==> config.mk <==
export PLATFORM = sky130hd
export DESIGN_NAME = spi_master_slave_byte_transceiver
export DESIGN_NICKNAME = d
export VERILOG_FILES = /design/src/sv/spi_mst_pkg.sv /design/src/sv/spi_master_slave_byte_transceiver.sv
export SDC_FILE = /design/constraint.sdc
export NUM_CORES = 1
export LEC_CHECK = 0
export BUFFER_PORTS_ARGS = -buffer_cell sky130_fd_sc_hd__buf_2
export CORE_UTILIZATION = 57
export CTS_CLUSTER_DIAMETER = 30
export DETAILED_ROUTE_END_ITERATION = 8
export HOLD_SLACK_MARGIN = 0.05
export PLACE_DENSITY_LB_ADDON = 0.08
export SYNTH_ARGS = -nofsm -noshare
export SYNTH_HDL_FRONTEND = slang
export SYNTH_SLANG_ARGS = --single-unit
==> constraint.sdc <==
create_clock -name clock -period 5.7 [get_ports clock]
set_clock_uncertainty 0.05 [all_clocks]
set_input_delay 0.57 -clock clock [delete_from_list [all_inputs] [get_ports clock]]
set_output_delay 0.57 -clock clock [all_outputs]
set_load 0.02 [all_outputs]
==> src/sv/spi_mst_pkg.sv <==
// Shared constants and types of the SPI byte transceiver.
`timescale 1ns / 1ps

package spi_mst_pkg;

   localparam int unsigned DATA_BITS  = 8;
   localparam int unsigned COUNT_BITS = 4;
   localparam int unsigned DIV_BITS   = 7;
   localparam int unsigned ADDR_BITS  = 5;
   localparam int unsigned CSR_BITS   = 32;

   // Register indexes of the configuration port.
   localparam logic [2:0] REG_ENABLE     = 3'd0;
   localparam logic [2:0] REG_MASTER     = 3'd1;
   localparam logic [2:0] REG_DIVIDE     = 3'd2;
   localparam logic [2:0] REG_POLARITY   = 3'd3;
   localparam logic [2:0] REG_PHASE      = 3'd4;
   localparam logic [2:0] REG_LOW_FIRST  = 3'd5;
   localparam logic [2:0] REG_IRQ_ENABLE = 3'd6;

   localparam logic [2:0] DIV_CODE_MAX   = 3'd6;
   localparam logic [2:0] DIV_CODE_RESET = 3'd1;

   typedef struct packed {
      logic       enable;
      logic       master_mode;
      logic [2:0] clock_divide_select;
      logic       clock_polarity;
      logic       clock_phase;
      logic       low_bit_first;
      logic       interrupt_enable;
   } cfg_type;

endpackage

==> src/sv/spi_master_slave_byte_transceiver.sv <==
// SPI byte transceiver, master or slave, clock modes 0 to 3: top level.
//
//   channel | ports            | direction | moves
//   --------+------------------+-----------+-------------------------------------
//   req     | req_valid/ready  | in        | one system tick: load flag, byte, pins
//   rsp     | rsp_valid/ready  | out       | pin levels, received byte, done, busy, irq
//   csr     | psel .. pready   | in/out    | configuration registers, APB style
//
// The serial state of a request transaction is updated at acceptance and the
// result is held in one output register, so a request is taken in every cycle
// while the result register is empty or being drained. Results appear in the
// cycle after acceptance. A stalled result holds the request side only while
// the output register stays full. Reset is synchronous and clears all
// configuration and serial state; no clearing pass is needed.
`timescale 1ns / 1ps

module spi_master_slave_byte_transceiver (
   input  logic                                clock,
   input  logic                                reset,
   // request channel
   input  logic                                req_valid,
   output logic                                req_ready,
   input  logic                                req_kind,
   input  logic [spi_mst_pkg::DATA_BITS-1:0]   req_tx_byte,
   input  logic                                req_miso_in,
   input  logic                                req_mosi_in,
   input  logic                                req_sck_in,
   input  logic                                req_select_n,
   // result channel
   output logic                                rsp_valid,
   input  logic                                rsp_ready,
   output logic                                rsp_sck_out,
   output logic                                rsp_mosi_out,
   output logic                                rsp_miso_out,
   output logic [spi_mst_pkg::DATA_BITS-1:0]   rsp_rx_byte,
   output logic                                rsp_done_res,
   output logic                                rsp_busy_res,
   output logic                                rsp_irq,
   // configuration port
   input  logic                                psel,
   input  logic                                penable,
   input  logic                                pwrite,
   input  logic [spi_mst_pkg::ADDR_BITS-1:0]   paddr,
   input  logic [spi_mst_pkg::CSR_BITS-1:0]    pwdata,
   output logic [spi_mst_pkg::CSR_BITS-1:0]    prdata,
   output logic                                pready
);

   localparam int unsigned DW = spi_mst_pkg::DATA_BITS;
   localparam int unsigned CW = spi_mst_pkg::COUNT_BITS;
   localparam int unsigned VW = spi_mst_pkg::DIV_BITS;

   function automatic logic [DW-1:0] shift_in(input logic [DW-1:0] s, input logic b,
                                              input logic lsb);
      logic [DW-1:0] r;
      if (lsb) begin
         r = {b, s[DW-1:1]};
      end else begin
         r = {s[DW-2:0], b};
      end
      return r;
   endfunction

   spi_mst_pkg::cfg_type cfg_ff;

   logic [DW-1:0] shift_ff,   shift_in_v;
   logic [CW-1:0] count_ff,   count_in;
   logic [VW-1:0] div_ff,     div_in;
   logic          sck_ff,     sck_in_v;
   logic          prev_sck_ff;
   logic          busy_ff,    busy_in;
   logic [DW-1:0] rx_hold_ff, rx_hold_in;
   logic          sample_ff,  sample_in;

   logic          rsp_valid_ff;
   logic          sck_out_ff, mosi_out_ff, miso_out_ff, done_ff, busy_res_ff, irq_ff;
   logic [DW-1:0] rx_out_ff;

   logic          req_take;
   logic          csr_write;
   logic [2:0]    csr_index;
   logic          csr_bit;
   logic          abort_write;

   logic          done_in;
   logic          sck_o_in, mosi_o_in, miso_o_in;
   logic          edge_fire, edge_leading, edge_pin;
   logic [2:0]    div_code;
   logic [VW-1:0] div_half, div_next;

   assign pready      = 1'b1;
   assign req_ready   = !rsp_valid_ff || rsp_ready;
   assign req_take    = req_valid && req_ready;
   assign csr_write   = psel && penable && pwrite;
   assign csr_index   = paddr[4:2];
   assign csr_bit     = pwdata[0];
   // A changed enable or mode drops whatever transfer is under way.
   assign abort_write = csr_write &&
                        (((csr_index == spi_mst_pkg::REG_ENABLE) &&
                          (csr_bit != cfg_ff.enable)) ||
                         ((csr_index == spi_mst_pkg::REG_MASTER) &&
                          (csr_bit != cfg_ff.master_mode)));

   always_comb begin
      prdata = '0;
      unique case (csr_index)
         spi_mst_pkg::REG_ENABLE:     prdata[0]   = cfg_ff.enable;
         spi_mst_pkg::REG_MASTER:     prdata[0]   = cfg_ff.master_mode;
         spi_mst_pkg::REG_DIVIDE:     prdata[2:0] = cfg_ff.clock_divide_select;
         spi_mst_pkg::REG_POLARITY:   prdata[0]   = cfg_ff.clock_polarity;
         spi_mst_pkg::REG_PHASE:      prdata[0]   = cfg_ff.clock_phase;
         spi_mst_pkg::REG_LOW_FIRST:  prdata[0]   = cfg_ff.low_bit_first;
         spi_mst_pkg::REG_IRQ_ENABLE: prdata[0]   = cfg_ff.interrupt_enable;
         default:                     prdata      = '0;
      endcase
   end

   assign div_code = (cfg_ff.clock_divide_select > spi_mst_pkg::DIV_CODE_MAX) ?
                     spi_mst_pkg::DIV_CODE_MAX : cfg_ff.clock_divide_select;
   assign div_half = VW'(1) << div_code;
   assign div_next = div_ff + VW'(1);

   always_comb begin
      shift_in_v   = shift_ff;
      count_in     = count_ff;
      div_in       = div_ff;
      sck_in_v     = sck_ff;
      busy_in      = busy_ff;
      rx_hold_in   = rx_hold_ff;
      sample_in    = sample_ff;
      done_in      = 1'b0;
      sck_o_in     = 1'b0;
      mosi_o_in    = 1'b0;
      miso_o_in    = 1'b0;
      edge_fire    = 1'b0;
      edge_leading = 1'b0;
      edge_pin     = 1'b0;

      // Mode-specific part: decide whether a serial clock edge happens.
      if (!cfg_ff.enable) begin
         busy_in  = 1'b0;
         count_in = '0;
         div_in   = '0;
         sck_in_v = cfg_ff.clock_polarity;
      end else if (cfg_ff.master_mode) begin
         if (!busy_ff) begin
            sck_in_v = cfg_ff.clock_polarity;
            div_in   = '0;
            if (req_kind) begin
               shift_in_v = req_tx_byte;
               busy_in    = 1'b1;
               count_in   = '0;
            end
         end else begin
            div_in = div_next;
            if (div_next >= div_half) begin
               div_in       = '0;
               sck_in_v     = !sck_ff;
               edge_fire    = 1'b1;
               edge_leading = (!sck_ff) != cfg_ff.clock_polarity;
               edge_pin     = req_miso_in;
            end
         end
      end else begin
         if (req_kind && !busy_ff) begin
            shift_in_v = req_tx_byte;
         end
         if (req_select_n) begin
            count_in = '0;
            busy_in  = 1'b0;
         end else if (req_sck_in != prev_sck_ff) begin
            busy_in      = 1'b1;
            edge_fire    = 1'b1;
            edge_leading = req_sck_in != cfg_ff.clock_polarity;
            edge_pin     = req_mosi_in;
         end
      end

      // Sample and shift on the serial clock edge, per clock phase.
      if (edge_fire) begin
         if (!cfg_ff.clock_phase) begin
            if (edge_leading) begin
               sample_in = edge_pin;
            end else begin
               shift_in_v = shift_in(shift_in_v, sample_in, cfg_ff.low_bit_first);
               count_in   = count_in + CW'(1);
            end
         end else begin
            if (edge_leading) begin
               if (count_in != '0) begin
                  shift_in_v = shift_in(shift_in_v, sample_in, cfg_ff.low_bit_first);
               end
            end else begin
               sample_in = edge_pin;
               count_in  = count_in + CW'(1);
               if (count_in >= CW'(DW)) begin
                  shift_in_v = shift_in(shift_in_v, sample_in, cfg_ff.low_bit_first);
               end
            end
         end
         if (count_in >= CW'(DW)) begin
            rx_hold_in = shift_in_v;
            count_in   = '0;
            div_in     = '0;
            busy_in    = 1'b0;
            done_in    = 1'b1;
         end
      end

      if (cfg_ff.enable && cfg_ff.master_mode) begin
         sck_o_in  = sck_in_v;
         mosi_o_in = cfg_ff.low_bit_first ? shift_in_v[0] : shift_in_v[DW-1];
      end else if (cfg_ff.enable && !req_select_n) begin
         miso_o_in = cfg_ff.low_bit_first ? shift_in_v[0] : shift_in_v[DW-1];
      end
   end

   always_ff @(posedge clock) begin
      if (reset) begin
         cfg_ff.enable              <= 1'b0;
         cfg_ff.master_mode         <= 1'b0;
         cfg_ff.clock_divide_select <= spi_mst_pkg::DIV_CODE_RESET;
         cfg_ff.clock_polarity      <= 1'b0;
         cfg_ff.clock_phase         <= 1'b0;
         cfg_ff.low_bit_first       <= 1'b0;
         cfg_ff.interrupt_enable    <= 1'b0;
         shift_ff                   <= '0;
         count_ff                   <= '0;
         div_ff                     <= '0;
         sck_ff                     <= 1'b0;
         prev_sck_ff                <= 1'b0;
         busy_ff                    <= 1'b0;
         rx_hold_ff                 <= '0;
         sample_ff                  <= 1'b0;
         rsp_valid_ff               <= 1'b0;
      end else begin
         if (csr_write) begin
            unique case (csr_index)
               spi_mst_pkg::REG_ENABLE:     cfg_ff.enable              <= csr_bit;
               spi_mst_pkg::REG_MASTER:     cfg_ff.master_mode         <= csr_bit;
               spi_mst_pkg::REG_DIVIDE:     cfg_ff.clock_divide_select <= pwdata[2:0];
               spi_mst_pkg::REG_POLARITY:   cfg_ff.clock_polarity      <= csr_bit;
               spi_mst_pkg::REG_PHASE:      cfg_ff.clock_phase         <= csr_bit;
               spi_mst_pkg::REG_LOW_FIRST:  cfg_ff.low_bit_first       <= csr_bit;
               spi_mst_pkg::REG_IRQ_ENABLE: cfg_ff.interrupt_enable    <= csr_bit;
               default: ;
            endcase
         end
         if (abort_write) begin
            busy_ff  <= 1'b0;
            count_ff <= '0;
            div_ff   <= '0;
            sck_ff   <= cfg_ff.clock_polarity;
         end else if (req_take) begin
            shift_ff    <= shift_in_v;
            count_ff    <= count_in;
            div_ff      <= div_in;
            sck_ff      <= sck_in_v;
            prev_sck_ff <= req_sck_in;
            busy_ff     <= busy_in;
            rx_hold_ff  <= rx_hold_in;
            sample_ff   <= sample_in;
         end
         if (req_take) begin
            rsp_valid_ff <= 1'b1;
         end else if (rsp_ready) begin
            rsp_valid_ff <= 1'b0;
         end
      end
   end

   always_ff @(posedge clock) begin
      if (req_take) begin
         sck_out_ff  <= sck_o_in;
         mosi_out_ff <= mosi_o_in;
         miso_out_ff <= miso_o_in;
         rx_out_ff   <= rx_hold_in;
         done_ff     <= done_in;
         busy_res_ff <= busy_in;
         irq_ff      <= done_in && cfg_ff.interrupt_enable;
      end
   end

   assign rsp_valid    = rsp_valid_ff;
   assign rsp_sck_out  = sck_out_ff;
   assign rsp_mosi_out = mosi_out_ff;
   assign rsp_miso_out = miso_out_ff;
   assign rsp_rx_byte  = rx_out_ff;
   assign rsp_done_res = done_ff;
   assign rsp_busy_res = busy_res_ff;
   assign rsp_irq      = irq_ff;

endmodule

==> reports/results.ini <==
[placement]
place.gp.congestion=0.911
post_dp_cell_area_um2=3910
dp_hpwl_um=6390
port_buffers=44
post-place-ws_ns=1.64

[cells_and_area]
fraction_of_layout_instances_using_a_drive_strength_above_1=0.175
fin_util=0.629
postLayoutCellArea_um2=4020
antenna-diode-count=0
nNetsFinal=545
syn_to_final_growth_pct=5.56
nFillCells=590

[timing]
relSlewSlack=0.226
hold_viol=0
min_period_ns=4.21
max_freq_mhz=238
layout_worst_path_cycle_share=0.738
setup_total_negative_slack_ns=0
layout_setup_ws_ns=1.49
setup_viol=0
unrepaired_setup_endpoints_after_global_routing=false
final-max-slew-violation-count=0
timing_worst_slew_pin_value_ns=1.15

[yosys]
synth_edf_count=14
yosysTopAreaCellShare=0.216
syn-instance-count=451
synthSimpleGateAreaFrac=0.204
synth_area_um2=3800
synth_top_family_by_area=simple AND/OR/NAND/NOR gates
synth_seq_cells=55
synth_compound_area_frac=0.204
synth_most_common_cell=nor2_1
yosysUniqueCellTypes=65
synthTopCellsByArea=dfxtp_1 22%, edfxtp_1 11%, mux2i_1 6.8%
synthesis.area_per_instance_um2=8.43
synthXorXnorAreaFrac=0.0207
synth.mux.area_fraction=0.107
seq_area_frac_synth=0.326
synth_fa_ha_area_frac=0.0329
yosysTopAreaCell=dfxtp_1
ys.flop_type=dfxtp_1
synth.yosys.warnings=0
asyncSetResetFlopFracSynth=0
synth.top_cells.by_count=55 x nor2_1, 41 x dfxtp_1, 35 x a21oi_1, 31 x buf_4, 27 x o21ai_0

[worst_hold_path]
worst_hold_startpoint=shift_ff[7]
worst_hold_path_type=reg2reg

[critical_path]
cp_slowest_cell=a21oi_1
worst_ep_arrival_time_ns=4.21
worstSetupPathType=reg2reg
critical_path.reg2reg.startpoint=div_ff[0]
required_ns=5.70
crit_path_max_incr_delay_ns=0.90
path_cells=ha_1 -> nand3_1 -> nor3_1 -> xnor2_1 -> ha_1 -> nand4_1 -> o311a_1 -> a21oi_1 -> o221ai_1 -> a22oi_1 -> nor3_1
sort_of_element_at_the_start_of_the_critical_path=register
cp_max_fanout=14
end_kind=register
setup.worst_path.start=div_ff[0]

[routing]
first_pass_iters=5
drt-wirelength-per-cell_um=15.5
vias_per_cell=5.92
detailroute.via_count=3291
drt_first_iter_violations=260
route.detailed.drc=0
totalWireLength_um=8590
drt.antenna.violating_nets=0

[clock_network]
holdBufCountCts=0
cts.reportedPaths.clkPinSlew_ns=0.10
clk_path_buf_depth=2
clk-insertion-delay-late_ns=0.31
clockRootBuffer=clkbuf_8
clkSinkCount=55
cts_tree=built
number_of_levels_the_h_tree_was_split_into=2
cts_made_buffers=5
post_cts_resize_count=0
post_cts_buffers=0

[global_route]
grt_first_pass_wirelength_um=14600
globalRouteOverflowTotal=0
grt_max_degree=22
groute.usage.overall=0.256
initial_antenna_violation_count=0
grt_pass1_vias=2959

[flow_run]
maxCapViolCount=0

[die]
die_area_um2=7000
die_w_um=83.7
initial_core_util=0.596
num_rows=29
design.core.area_um2=6390
die_height_um=83.7
floorplan.io_pins=106

[power_and_ir_drop]
max-vdd-ir-drop_mv=0.145
powerDensity_nw_per_um2=193
power.static_leakage_nw=1.61

[status]
outcome=finished clean

-- critical path: cells and delay by family, from the launching register on --
kind | cells | cell delay, ns
AOI/OAI and AO/OA | 4 | 2.11
xor gates and xnor gates | 1 | 0.14
adders and majority gates | 2 | 0.58
and+or+nand+nor | 4 | 0.59
DFF | 1 | 0.46
-- kinds of logic after synthesis --
group           Yosys count
buf+inv                  71
flops                    55
mux                      37
simple gates            153
other cells               2
fa+ha+maj                10
compound gates          114
xor+xnor                  9
-- sequential cells by signal, indices dropped and copies added, names as in the netlist, 4 cells and up --
register / flops
shift_ff: 8
div_ff: 7
cfg_ff: 9
count_ff: 4
rsp_rx_byte: 8
rx_hold_ff: 8
-- metal layers --
layer | up-vias | GRT usage | wire length (um) | part of all wire
li1 | 1619 | - | - | -
met1 | 1518 | 0.378 | 4170 | 0.49
met2 | 142 | 0.385 | 3770 | 0.44
met3 | 12 | 0.0455 | 513 | 0.060
met4 | 0 | 0.0632 | 141 | 0.016
met5 | - | 0 | 0 | 0
-- per-stage QoR --
stage / std cells / power, mW / hold WS [ns]
4_1_cts: 556 / 0.779 / 0.432
6_report: 556 / 0.774 / 0.426
3_5_place_dp: 548 / 0.527 / 0.417
2_1_floorplan: 479 / 0.513 / 0.396
5_1_grt: 556 / 0.802 / 0.452
3_3_place_gp: 548 / 0.524 / 0.401
-- cell usage in the layout (no fill, tap or decap), types with 10 or more instances in the layout --
master | netlist | final
ha_1 | 10 | 10
dfxtp_1 | 41 | 41
o21ai_0 | 27 | 27
nand2b_1 | 14 | 14
buf_2 | 8 | 44
inv_1 | 16 | 16
nand2_1 | 23 | 23
mux2i_1 | 26 | 26
conb_1 | 2 | 30
a21oi_1 | 35 | 35
nor2_1 | 55 | 55
edfxtp_1 | 14 | 14
nor3_1 | 10 | 10
-- area by class of cell --
cell class	instances	area, um2	area share
multi-input combinational	353	2270	0.567
timing repair buffer	45	228	0.0567
tap	77	96.3	0.0240
inverter	18	67.6	0.0168
clock buffer	5	68.8	0.0171
clock inverter	3	38.8	0.00966
sequential	55	1240	0.309
-- worst paths after layout --
check / depth (start not counted) / slack, ns / to
max: 11 / 1.49 / rsp_miso_out
min: 2 / 0.43 / shift_ff[7]
max reg2reg: 11 / 1.49 / rsp_miso_out
min reg2reg: 2 / 0.43 / shift_ff[7]
-- power breakdown --
part	switching [mW]	internal, mW
sequential	0.00525	0.409
combinational	0.0744	0.0301
clock	0.126	0.129
total	0.206	0.568
Note: power is estimated with default switching activity, not from simulation.
